==> src/radiotap_frame_classifier_core_defines.svh <==
// Assertion macros for the classifier RTL.
// Each macro expects clk_i and the active-low reset rst_ni in scope.
`ifndef RADIOTAP_FRAME_CLASSIFIER_CORE_DEFINES_SVH
`define RADIOTAP_FRAME_CLASSIFIER_CORE_DEFINES_SVH

// Same-cycle implication.
`define RTFC_ASSERT_NOW(lbl, ante, cons, msg) \
  lbl: assert property (@(posedge clk_i) disable iff (!rst_ni) (ante) |-> (cons)) \
    else $error(msg);

// Next-cycle implication.
`define RTFC_ASSERT_NEXT(lbl, ante, cons, msg) \
  lbl: assert property (@(posedge clk_i) disable iff (!rst_ni) (ante) |=> (cons)) \
    else $error(msg);

`endif

==> src/rtfc_pkg.sv <==
`default_nettype none

package rtfc_pkg;

  localparam int unsigned MAX_PACKET_BYTES = 65536;
  // Position counter saturates at MAX_PACKET_BYTES, so it must hold that value.
  localparam int unsigned POS_W = $clog2(MAX_PACKET_BYTES + 1);
  // Compare width: room for a header length plus the beacon offset.
  localparam int unsigned CMP_W = ((POS_W > 16) ? POS_W : 16) + 1;

  localparam int unsigned BYTE_W   = 8;
  localparam int unsigned HDR_W    = 16;
  localparam int unsigned FC_W     = 16;
  localparam int unsigned CNT_W    = 32;
  localparam int unsigned BSSID_W  = 48;
  localparam int unsigned CLASS_W  = 3;

  localparam int unsigned POS_LEAD         = 0;
  localparam int unsigned POS_LEN_LO       = 2;
  localparam int unsigned POS_LEN_HI       = 3;
  localparam int unsigned POS_BODY         = 8;
  localparam int unsigned MIN_PACKET_BYTES = 10;
  localparam int unsigned MIN_HDR_BYTES    = 8;
  localparam int unsigned FC_BYTES         = 2;
  localparam int unsigned BSSID_OFFSET     = 16;
  localparam int unsigned BEACON_MIN_BYTES = 22;

  localparam logic [3:0] SUBTYPE_BEACON = 4'd8;
  localparam logic [1:0] PROTO_VERSION  = 2'd0;

  typedef enum logic [CLASS_W-1:0] {
    CLS_INVALID       = 3'd0,
    CLS_BAD_VERSION   = 3'd1,
    CLS_MGMT          = 3'd2,
    CLS_BEACON_OTHER  = 3'd3,
    CLS_BEACON_TARGET = 3'd4,
    CLS_CTRL          = 3'd5,
    CLS_DATA          = 3'd6,
    CLS_RESERVED      = 3'd7
  } class_e;

  typedef enum logic [1:0] {
    FT_MGMT     = 2'd0,
    FT_CTRL     = 2'd1,
    FT_DATA     = 2'd2,
    FT_RESERVED = 2'd3
  } ftype_e;

  typedef struct packed {
    logic [BYTE_W-1:0] data;
    logic              last;
    logic              looped;
  } rtfc_beat_t;

  typedef struct packed {
    class_e            class_code;
    logic [HDR_W-1:0]  radiotap_length;
    logic [FC_W-1:0]   frame_control;
    logic [CNT_W-1:0]  total_count;
    logic [CNT_W-1:0]  management_count;
    logic [CNT_W-1:0]  control_count;
    logic [CNT_W-1:0]  data_frame_count;
    logic [CNT_W-1:0]  beacon_count;
    logic [CNT_W-1:0]  target_beacon_count;
  } rtfc_result_t;

endpackage

`default_nettype wire

==> src/rtfc_in_stage.sv <==
`default_nettype none

module rtfc_in_stage
  import rtfc_pkg::*;
(
  input  wire logic              clk_i,
  input  wire logic              rst_ni,
  input  wire logic              in_valid_i,
  output logic                   in_stall_o,
  input  wire logic [BYTE_W-1:0] data_byte_i,
  input  wire logic              last_byte_i,
  input  wire logic              looped_back_i,
  input  wire logic              take_i,
  output logic                   beat_valid_o,
  output rtfc_beat_t             beat_o
);

  logic       valid_q, valid_d;
  rtfc_beat_t beat_q;
  logic       accept;

  // Hold the byte while the parser cannot take it.
  assign in_stall_o = valid_q && !take_i;
  assign accept     = in_valid_i && !in_stall_o;

  always_comb begin
    valid_d = valid_q;
    if (accept) begin
      valid_d = 1'b1;
    end else if (take_i) begin
      valid_d = 1'b0;
    end
  end

  always_ff @(posedge clk_i or negedge rst_ni) begin
    if (!rst_ni) begin
      valid_q <= 1'b0;
    end else begin
      valid_q <= valid_d;
    end
  end

  always_ff @(posedge clk_i) begin
    if (accept) begin
      beat_q.data   <= data_byte_i;
      beat_q.last   <= last_byte_i;
      beat_q.looped <= looped_back_i;
    end
  end

  assign beat_valid_o = valid_q;
  assign beat_o       = beat_q;

endmodule

`default_nettype wire

==> src/rtfc_parser.sv <==
`default_nettype none

module rtfc_parser
  import rtfc_pkg::*;
(
  input  wire logic               clk_i,
  input  wire logic               rst_ni,
  input  wire logic               cfg_we_i,
  input  wire logic [BSSID_W-1:0] cfg_data_i,
  input  wire logic               beat_valid_i,
  input  wire rtfc_beat_t         beat_i,
  input  wire logic               out_free_i,
  output logic                    take_o,
  output logic                    res_valid_o,
  output rtfc_result_t            res_o
);

  `include "radiotap_frame_classifier_core_defines.svh"

  localparam logic [POS_W-1:0] MAX_POS = POS_W'(MAX_PACKET_BYTES);

  logic [BSSID_W-1:0] target_q;
  logic [POS_W-1:0]   pos_q, pos_d;
  logic [HDR_W-1:0]   hdr_q, hdr_d;
  logic [FC_W-1:0]    fc_q, fc_d;
  logic               lead_q, lead_d;
  logic               match_q, match_d;
  logic               skip_q, skip_d;

  logic [CNT_W-1:0] cnt_total_q, cnt_total_d;
  logic [CNT_W-1:0] cnt_mgmt_q, cnt_mgmt_d;
  logic [CNT_W-1:0] cnt_ctrl_q, cnt_ctrl_d;
  logic [CNT_W-1:0] cnt_data_q, cnt_data_d;
  logic [CNT_W-1:0] cnt_bcn_q, cnt_bcn_d;
  logic [CNT_W-1:0] cnt_tgt_q, cnt_tgt_d;

  logic [CMP_W-1:0]  pos_e, hdr_e, bssid_lo, bssid_off;
  logic [2:0]        bssid_idx;
  logic [BYTE_W-1:0] want_byte;
  logic              in_window;

  logic [CMP_W-1:0] len_e, hdr_n;
  logic             bad_hdr, long_beacon, pkt_end;
  ftype_e           ftype;
  class_e           cls;
  rtfc_result_t     res;

  assign take_o  = beat_valid_i && (!beat_i.last || out_free_i);
  assign pkt_end = take_o && beat_i.last;

  // BSSID window relative to the radiotap header.
  assign pos_e     = CMP_W'(pos_q);
  assign hdr_e     = CMP_W'(hdr_q);
  assign bssid_lo  = hdr_e + CMP_W'(BSSID_OFFSET);
  assign in_window = (pos_e >= bssid_lo) && (pos_e < hdr_e + CMP_W'(BEACON_MIN_BYTES));
  assign bssid_off = pos_e - bssid_lo;
  assign bssid_idx = bssid_off[2:0];

  always_comb begin
    case (bssid_idx)
      3'd0:    want_byte = target_q[47:40];
      3'd1:    want_byte = target_q[39:32];
      3'd2:    want_byte = target_q[31:24];
      3'd3:    want_byte = target_q[23:16];
      3'd4:    want_byte = target_q[15:8];
      3'd5:    want_byte = target_q[7:0];
      default: want_byte = '0;
    endcase
  end

  // Per-byte capture; bytes past the size limit leave the state alone.
  always_comb begin
    pos_d   = pos_q;
    hdr_d   = hdr_q;
    fc_d    = fc_q;
    lead_d  = lead_q;
    match_d = match_q;
    skip_d  = skip_q;
    if (pos_q < MAX_POS) begin
      pos_d = pos_q + POS_W'(1);
      if (pos_q == POS_W'(POS_LEAD)) begin
        lead_d = (beat_i.data != '0);
        skip_d = beat_i.looped;
      end else if (pos_q == POS_W'(POS_LEN_LO)) begin
        hdr_d[7:0] = beat_i.data;
      end else if (pos_q == POS_W'(POS_LEN_HI)) begin
        hdr_d[15:8] = beat_i.data;
      end else if (pos_q >= POS_W'(POS_BODY)) begin
        if (pos_e == hdr_e) begin
          fc_d[7:0] = beat_i.data;
        end else if (pos_e == hdr_e + CMP_W'(1)) begin
          fc_d[15:8] = beat_i.data;
        end
        if (in_window && (want_byte != beat_i.data)) begin
          match_d = 1'b0;
        end
      end
    end
  end

  // Classification at the final byte, on the freshly updated state.
  assign len_e       = CMP_W'(pos_d);
  assign hdr_n       = CMP_W'(hdr_d);
  assign bad_hdr     = (len_e < CMP_W'(MIN_PACKET_BYTES)) || lead_d
                    || (hdr_n < CMP_W'(MIN_HDR_BYTES))
                    || (len_e < hdr_n + CMP_W'(FC_BYTES));
  assign long_beacon = (len_e >= hdr_n + CMP_W'(BEACON_MIN_BYTES));
  assign ftype       = ftype_e'(fc_d[3:2]);

  always_comb begin
    cls = CLS_INVALID;
    if (bad_hdr) begin
      cls = CLS_INVALID;
    end else if (fc_d[1:0] != PROTO_VERSION) begin
      cls = CLS_BAD_VERSION;
    end else begin
      case (ftype)
        FT_MGMT: begin
          if ((fc_d[7:4] == SUBTYPE_BEACON) && long_beacon) begin
            cls = match_d ? CLS_BEACON_TARGET : CLS_BEACON_OTHER;
          end else begin
            cls = CLS_MGMT;
          end
        end
        FT_CTRL: cls = CLS_CTRL;
        FT_DATA: cls = CLS_DATA;
        default: cls = CLS_RESERVED;
      endcase
    end
  end

  always_comb begin
    cnt_total_d = cnt_total_q;
    cnt_mgmt_d  = cnt_mgmt_q;
    cnt_ctrl_d  = cnt_ctrl_q;
    cnt_data_d  = cnt_data_q;
    cnt_bcn_d   = cnt_bcn_q;
    cnt_tgt_d   = cnt_tgt_q;
    if (pkt_end && !skip_d) begin
      cnt_total_d = cnt_total_q + CNT_W'(1);
      if ((cls == CLS_MGMT) || (cls == CLS_BEACON_OTHER) || (cls == CLS_BEACON_TARGET)) begin
        cnt_mgmt_d = cnt_mgmt_q + CNT_W'(1);
      end
      if ((cls == CLS_BEACON_OTHER) || (cls == CLS_BEACON_TARGET)) begin
        cnt_bcn_d = cnt_bcn_q + CNT_W'(1);
      end
      if (cls == CLS_BEACON_TARGET) begin
        cnt_tgt_d = cnt_tgt_q + CNT_W'(1);
      end
      if (cls == CLS_CTRL) begin
        cnt_ctrl_d = cnt_ctrl_q + CNT_W'(1);
      end
      if (cls == CLS_DATA) begin
        cnt_data_d = cnt_data_q + CNT_W'(1);
      end
    end
  end

  always_comb begin
    res.class_code          = cls;
    res.radiotap_length     = hdr_d;
    res.frame_control       = bad_hdr ? '0 : fc_d;
    res.total_count         = cnt_total_d;
    res.management_count    = cnt_mgmt_d;
    res.control_count       = cnt_ctrl_d;
    res.data_frame_count    = cnt_data_d;
    res.beacon_count        = cnt_bcn_d;
    res.target_beacon_count = cnt_tgt_d;
  end

  assign res_valid_o = pkt_end && !skip_d;
  assign res_o       = res;

  always_ff @(posedge clk_i or negedge rst_ni) begin
    if (!rst_ni) begin
      target_q    <= '0;
      pos_q       <= '0;
      hdr_q       <= '0;
      fc_q        <= '0;
      lead_q      <= 1'b0;
      match_q     <= 1'b1;
      skip_q      <= 1'b0;
      cnt_total_q <= '0;
      cnt_mgmt_q  <= '0;
      cnt_ctrl_q  <= '0;
      cnt_data_q  <= '0;
      cnt_bcn_q   <= '0;
      cnt_tgt_q   <= '0;
    end else begin
      if (cfg_we_i) begin
        target_q <= cfg_data_i;
      end
      if (take_o) begin
        if (beat_i.last) begin
          // Drop per-packet state at the end of every packet.
          pos_q   <= '0;
          hdr_q   <= '0;
          fc_q    <= '0;
          lead_q  <= 1'b0;
          match_q <= 1'b1;
          skip_q  <= 1'b0;
        end else begin
          pos_q   <= pos_d;
          hdr_q   <= hdr_d;
          fc_q    <= fc_d;
          lead_q  <= lead_d;
          match_q <= match_d;
          skip_q  <= skip_d;
        end
      end
      cnt_total_q <= cnt_total_d;
      cnt_mgmt_q  <= cnt_mgmt_d;
      cnt_ctrl_q  <= cnt_ctrl_d;
      cnt_data_q  <= cnt_data_d;
      cnt_bcn_q   <= cnt_bcn_d;
      cnt_tgt_q   <= cnt_tgt_d;
    end
  end

  `RTFC_ASSERT_NOW(a_pos_bounded, 1'b1, pos_q <= MAX_POS, "byte position beyond limit")
  `RTFC_ASSERT_NEXT(a_pos_cleared, pkt_end, pos_q == '0, "position not cleared at packet end")
  `RTFC_ASSERT_NEXT(a_total_step, res_valid_o,
    cnt_total_q == $past(cnt_total_q) + CNT_W'(1), "total count did not advance by one")
  `RTFC_ASSERT_NEXT(a_cnt_hold, !take_o, $stable(cnt_total_q) && $stable(cnt_tgt_q),
    "counters moved without a transfer")

endmodule

`default_nettype wire

==> src/rtfc_out_stage.sv <==
`default_nettype none

module rtfc_out_stage
  import rtfc_pkg::*;
(
  input  wire logic         clk_i,
  input  wire logic         rst_ni,
  input  wire logic         res_valid_i,
  input  wire rtfc_result_t res_i,
  output logic              out_free_o,
  output logic              out_valid_o,
  input  wire logic         out_stall_i,
  output rtfc_result_t      res_o
);

  logic         valid_q, valid_d;
  rtfc_result_t res_q;

  // Free when empty or when the held result leaves this cycle.
  assign out_free_o = !valid_q || !out_stall_i;

  always_comb begin
    valid_d = valid_q;
    if (res_valid_i) begin
      valid_d = 1'b1;
    end else if (out_free_o) begin
      valid_d = 1'b0;
    end
  end

  always_ff @(posedge clk_i or negedge rst_ni) begin
    if (!rst_ni) begin
      valid_q <= 1'b0;
    end else begin
      valid_q <= valid_d;
    end
  end

  always_ff @(posedge clk_i) begin
    if (res_valid_i) begin
      res_q <= res_i;
    end
  end

  assign out_valid_o = valid_q;
  assign res_o       = res_q;

endmodule

`default_nettype wire

==> src/radiotap_frame_classifier_core.sv <==
// Radiotap frame classifier: monitor-mode packets enter one byte per transfer on
// the input channel (in_valid_i / in_stall_o), with last_byte_i marking the final
// byte and looped_back_i sampled on the first byte of each packet.
// Each packet that is not looped back yields one result transfer on the output
// channel (out_valid_o / out_stall_i): class code, radiotap length, frame control
// word and six wrapping 32-bit counters as they stand after the packet.
// Looped-back packets are dropped silently; bytes past 65536 are ignored.
// Throughput: one byte per cycle, sustained while the receiver does not stall, with no gaps between packets.
// Path: a byte is registered in the input register on acceptance and parsed
// from there; at the final byte the parser classifies the packet and the result
// is registered in the output register, which drives out_valid_o. Only the input
// and output registers lie on this path; nothing iterates.
// Stall: while a result waits in the output register, non-final bytes keep
// flowing; only a final byte waits for the register to free, and while it
// waits the input stalls as well.
// Reset (rst_ni low, asynchronous) empties both registers, clears all counters
// and the per-packet state, and sets target BSSID to zero. Write the BSSID via
// cfg_we_i / cfg_data_i (first octet in bits 47..40) only while idle.
`default_nettype none

module radiotap_frame_classifier_core
  import rtfc_pkg::*;
(
  input  wire logic               clk_i,
  input  wire logic               rst_ni,
  input  wire logic               cfg_we_i,
  input  wire logic [BSSID_W-1:0] cfg_data_i,
  input  wire logic               in_valid_i,
  output logic                    in_stall_o,
  input  wire logic [BYTE_W-1:0]  data_byte_i,
  input  wire logic               last_byte_i,
  input  wire logic               looped_back_i,
  output logic                    out_valid_o,
  input  wire logic               out_stall_i,
  output logic [CLASS_W-1:0]      class_code_o,
  output logic [HDR_W-1:0]        radiotap_length_o,
  output logic [FC_W-1:0]         frame_control_o,
  output logic [CNT_W-1:0]        total_count_o,
  output logic [CNT_W-1:0]        management_count_o,
  output logic [CNT_W-1:0]        control_count_o,
  output logic [CNT_W-1:0]        data_frame_count_o,
  output logic [CNT_W-1:0]        beacon_count_o,
  output logic [CNT_W-1:0]        target_beacon_count_o
);

  logic         beat_valid;
  rtfc_beat_t   beat;
  logic         take;
  logic         out_free;
  logic         res_valid;
  rtfc_result_t res;
  rtfc_result_t res_out;

  // Input register: one byte deep, refilled in the cycle it drains.
  rtfc_in_stage u_in_stage (
    .clk_i         (clk_i),
    .rst_ni        (rst_ni),
    .in_valid_i    (in_valid_i),
    .in_stall_o    (in_stall_o),
    .data_byte_i   (data_byte_i),
    .last_byte_i   (last_byte_i),
    .looped_back_i (looped_back_i),
    .take_i        (take),
    .beat_valid_o  (beat_valid),
    .beat_o        (beat)
  );

  // Header capture, classification and counters.
  rtfc_parser u_parser (
    .clk_i        (clk_i),
    .rst_ni       (rst_ni),
    .cfg_we_i     (cfg_we_i),
    .cfg_data_i   (cfg_data_i),
    .beat_valid_i (beat_valid),
    .beat_i       (beat),
    .out_free_i   (out_free),
    .take_o       (take),
    .res_valid_o  (res_valid),
    .res_o        (res)
  );

  // Result register: parts the parser from a stalling receiver.
  rtfc_out_stage u_out_stage (
    .clk_i       (clk_i),
    .rst_ni      (rst_ni),
    .res_valid_i (res_valid),
    .res_i       (res),
    .out_free_o  (out_free),
    .out_valid_o (out_valid_o),
    .out_stall_i (out_stall_i),
    .res_o       (res_out)
  );

  assign class_code_o          = res_out.class_code;
  assign radiotap_length_o     = res_out.radiotap_length;
  assign frame_control_o       = res_out.frame_control;
  assign total_count_o         = res_out.total_count;
  assign management_count_o    = res_out.management_count;
  assign control_count_o       = res_out.control_count;
  assign data_frame_count_o    = res_out.data_frame_count;
  assign beacon_count_o        = res_out.beacon_count;
  assign target_beacon_count_o = res_out.target_beacon_count;

endmodule

`default_nettype wire
==> config.mk <==
export PLATFORM = sky130hd
export DESIGN_NAME = radiotap_frame_classifier_core
export DESIGN_NICKNAME = d
export VERILOG_FILES = /design/src/rtfc_pkg.sv /design/src/rtfc_in_stage.sv /design/src/rtfc_parser.sv /design/src/rtfc_out_stage.sv /design/src/radiotap_frame_classifier_core.sv
export VERILOG_INCLUDE_DIRS = /design/src /design/src/src
export SDC_FILE = /design/constraint.sdc
export NUM_CORES = 1
export LEC_CHECK = 0
export BUFFER_PORTS_ARGS = -buffer_cell sky130_fd_sc_hd__buf_4
export CORE_UTILIZATION = 59
export DETAILED_ROUTE_END_ITERATION = 6
export PLACE_DENSITY = 0.81
export REMOVE_ABC_BUFFERS = 1
export SLEW_MARGIN = 15
export SYNTH_ARGS = -nofsm -noshare
export SYNTH_HDL_FRONTEND = slang
export SYNTH_SLANG_ARGS = --single-unit
==> constraint.sdc <==
create_clock -name clk_i -period 8 [get_ports clk_i]
set_clock_uncertainty 0.2 [all_clocks]
set_input_delay 1.2 -clock clk_i [delete_from_list [all_inputs] [get_ports clk_i]]
set_output_delay 1.2 -clock clk_i [all_outputs]
set_load 0.02 [all_outputs]
After elaboration in Yosys (flattened, before gate mapping)

Cells that the tools add are included.

$add $sub $neg: 13
Magnitude comparators: 8
Equal/unequal tests: 18
Multiplexer cells: 51
Reduce and logical (&&, ||, !) cells: 29

Operators by type and width:

| operator                                                            | number |
|---|---|
| two-way mux 32 bit                                                  | 11 |
| adder 32 x 1 -> 32 bit (second input constant)                      | 6 |
| two-way mux 16 bit                                                  | 9 |
| adder 16 x 5 -> 17 bit (second input constant)                      | 3 |
| two-way mux 8 bit                                                   | 6 |
| case mux 8 bit (6 select lines)                                     | 1 |
| == test 17 x 2 -> 1 bit (second input constant)                     | 2 |
| two-way mux 17 bit                                                  | 2 |
| greater-or-equal comparator 17 x 18 -> 1 bit                        | 1 |
| < comparator 17 x 18 -> 1 bit                                       | 1 |
| adder 16 x 1 -> 17 bit (second input constant)                      | 1 |
| adder 16 x 2 -> 17 bit (second input constant)                      | 1 |
| adder 17 x 1 -> 17 bit (second input constant)                      | 1 |
| == test 17 x 16 -> 1 bit                                            | 1 |
| == test 17 bit                                                      | 1 |
| greater-or-equal comparator 17 bit                                  | 1 |
| greater-or-equal comparator 17 x 4 -> 1 bit (second input constant) | 1 |
| logical NOT 17 bit                                                  | 1 |
| < comparator 17 bit                                                 | 1 |
| < comparator 17 bit (second input constant)                         | 1 |
| < comparator 17 x 4 -> 1 bit (second input constant)                | 1 |
| two-way mux 1 bit                                                   | 17 |
| < comparator 16 x 4 -> 1 bit (second input constant)                | 1 |
| == test 3 bit (second input constant)                               | 5 |
| other kinds (16)                                                    | 43 |

Bits in registers: 531
Input port bits: 63
Output and inout port bits: 229
Logic and storage cells: 146

Depth between registers and ports, before layout

Depth in word-level cells: 22
Depth in mapped cells: 24
Gate-level depth less buffers: 21

Modules after synthesis

From an unflattened synthesis, not the netlist that was laid out.

Cell total of the unflattened synthesis: 2072
Area, all modules: 25036.5 µm²

By module, submodules not included:

| module         | instances | cells each | area an instance (µm²) | seq. area each (µm²) |
|---|---|---|---|---|
| rtfc_parser    | 1         | 1827       | 17825.8                | 7308.3 |
| rtfc_out_stage | 1         | 230        | 6852.8                 | 6841.6 |
| rtfc_in_stage  | 1         | 15         | 357.8                  | 325.3 |

Least setup slack after synthesis

OpenSTA, ideal clock, no wires.

Path kind: register to register
Start: register u_parser.pos_q[15]
End: register u_out_stage.res_q, in the netlist u_out_stage.res_o[189], data pin
Setup time: 0.263 ns
Arrival time: 6.160 ns
Required time: 7.537 ns
Slack: 1.377 ns
Stages on the path, launching flop included: 13
Buffers on the path: 1
Clock period less this slack: 6.623 ns
Cells stage by stage: dfrtp_1 > buf_2 > or4_4 > nor4_4 > a21bo_2 > nand4_1 > inv_2 > nand3_1 > nor4_2 > and4_1 > and3_1 > nand3_1 > xnor2_1

RTL lines:

| element                | RTL line             | text |
|---|---|---|
| start, declared        | rtfc_parser.sv:23    | `logic [POS_W-1:0] pos_q, pos_d;` |
| start signal, assigned | rtfc_parser.sv:203   | `pos_q <= pos_d;` |
| end signal, assigned   | rtfc_out_stage.sv:41 | `res_q <= res_i;` |
| end, declared          | rtfc_out_stage.sv:17 | `rtfc_result_t res_q;` |

==> run metrics <==
run status completed; Placed Instances 2800; critical path class register to register; die span in y 207.5 um; Routed Antenna Nets 0; crit path cell chain or4_4 > nor4_4 > and3b_1 > mux2i_1 > ha_1 > nor2_1 > o2111ai_1 > xnor2_1 > ha_1 > nand4_1 > o41ai_1 > a31o_2 > a221oi_1 > a211o_1 > or4_4 > mux2i_4 > nor2_2 > or4b_1 > xnor2_1; Slew HR 25.61%; Row Count 74; setup TNS 0 ns; CP top delay family simple AND/OR/NAND/NOR gates; Post-CTS Resized 0; final hold vios 0; Mapped Avg Cell Area 12.18 um^2; worst hold slack 0.2606 ns; DR WL/cell 20.47 um; GRT overflow 0; first-pass GRT wire length 94280 um; Final Cycle Share 91.95%; Max Buffers Root-to-Sink 3; TritonCTS buffer count 54; Post-Synthesis Cells 2045; die width 207.5 um; Post-synth EDFFs 237; Seq/Total Area, Yosys 58.12%; Worst Path Arrival 7.52 ns; ys flop type dfrtp_1; Critical Path End Type register; Power Density 235.0 nW/um^2; asr flop ratio synth 55.37%; CTS tree done; DRC Markers 0; CP Launch Type register; Buffers & Inverters on Critical Path 0; Period minus WS final 7.356 ns; f_max 135.9 MHz; top cell type's share of synthesized area 29.44%; Crit path largest cell delay 0.64 ns; worst vdd ir 0.1813 mV; largest net degree at the start of global routing 144; Core Area 41200 um^2; routability cong. 0.9294; port bufs 291; Net count, final 2473; IO Pins 292; DR vias/cell 5.929; vias in the first global route 17158; critical-path maximum fanout 12; CP Data Required Time 8.16 ns; Layout Cells excl Fill 2902; Netlist cell types 90; synth top area cells dfrtp_1, edfxtp_1, xor2_1, ha_1, xnor2_1; post-CTS setup buffer count 0; leading cell type in the layout, fill and taps excluded buf_4; CP max-delay cell or4_4; initial antenna violation count 1; hpwl dp 40810 um; leading area contributor after synthesis dfrtp_1; first drt pass iteration count 5; yosys warns 0; #FFs+latches synth 531; Initial Util 60.45%; most frequent cells in the layout buf_4, dfrtp_1, edfxtp_1, xor2_1, nand2_1; Slew Viols, Final 0; static leakage 12.99 nW; H-Tree Depth 2; clk root buf clkbuf_16; CTS clock-pin slew for the worst setup and hold paths 0.06 ns; min-delay worst type register to register; RSZ-0062 raised after global routing false; routed via count 17206; Setup-failing EPs final 0; max_cap viols 0; worst-margin pin slew 1.112 ns; Synth Cell Area 24910 um^2; Area growth, synth to finish 18.40%; share of cells above drive strength 1 21.69%; total chip power 6.930 mW; die area 43040 um^2; GRT Overall Usage 27.64%; ant diodes 0; clk_lat worst skew 0.62 ns; Sink Count 531; First DRT Iteration DRCs 1559; hold buffers post-CTS 0; DRT Wirelength 59400 um; Area after DPL 27580 um^2; cell area after layout 29490 um^2
Yosys cell counts (11+ instances only):
master    instances
clkbuf_1         64
and4_1           12
mux2i_1          30
a31oi_1          12
nor3_1           91
o21ai_0          49
xor2_1          166
and3_1           38
nor2b_1          11
nor2_1          105
xnor2_1         112
nand4_1          52
nand3_1          88
buf_2            18
inv_1            74
edfxtp_1        237
ha_1             85
nand2_1         146
a22o_1           14
mux2_2           61
nor4_1           46
a21o_1           15
dfrtp_1         293
a21oi_1          42
layer usage:
layer | global-route usage (%) | part of all wire (%)
met2 | 44.39 | 48
met5 | 0 | 0.024
met4 | 9.547 | 3.0
met3 | 5.598 | 7.5
met1 | 37.69 | 42
sequential cells by signal (all words and copies together), names as in the netlist, 32 cells and up:
signal                flops
u_out_stage.res_o       227
u_parser.cnt_bcn_q       32
u_parser.cnt_ctrl_q      32
u_parser.cnt_data_q      32
u_parser.cnt_mgmt_q      32
u_parser.cnt_tgt_q       32
u_parser.cnt_total_q     32
u_parser.target_q        48
cell type report:
type / instances / area, um^2
clock buffer: 73 / 1484
multi-input combinational: 1348 / 9771
timing repair buffer: 314 / 2377
sequential: 531 / 14480
clock inverter: 29 / 427.9
inverter: 75 / 289.0
fill: 2766 / 11710
tap: 532 / 665.6
kinds of logic after synthesis:
group / count (synthesis) / share of synthesized area [%]
AND/OR/NAND/NOR: 683 / 14.64
flip-flops: 531 / 58.12
XOR/XNOR: 282 / 10.04
AO/OA/AOI/OAI: 199 / 5.627
buffers and inverters: 166 / 2.718
multiplexers: 97 / 4.471
adder cells (fa/ha/maj): 87 / 4.391
power breakdown:
part / total, mW / internal (mW) / switching (mW) / leakage, nW
logic: 1.07 / 0.416 / 0.650 / 6.02
clock network: 2.68 / 1.60 / 1.08 / 0.912
registers: 3.18 / 3.06 / 0.123 / 6.05
total: 6.93 / 5.08 / 1.85 / 13.0
stage by stage:
stage               utilization, %  worst slack (ns)
floorplan                        -            0.7935
global placement             66.93            0.8741
detailed placement           66.93            0.7330
CTS                          71.57            0.7153
global route                 71.57            0.1961
finish                       71.57            0.6440
final timing paths:
check / startpoint / endpoint / slack, ns / cells after the start
worst max register to register: u_parser.pos_q[13] / u_out_stage.res_o[45] / 0.64 / 19
min in group asynchronous: rst_ni / u_parser.cnt_total_q[31] / 0.47 / 1
worst min-delay path: u_parser.cnt_ctrl_q[31] / u_parser.cnt_ctrl_q[31] / 0.26 / 1
worst min register to register: u_parser.cnt_ctrl_q[31] / u_parser.cnt_ctrl_q[31] / 0.26 / 1
max in group asynchronous: rst_ni / u_parser.target_q[43] / 5.42 / 2
worst max-delay path: u_parser.pos_q[13] / u_out_stage.res_o[45] / 0.64 / 19
Power figures use the tool's default switching activity.
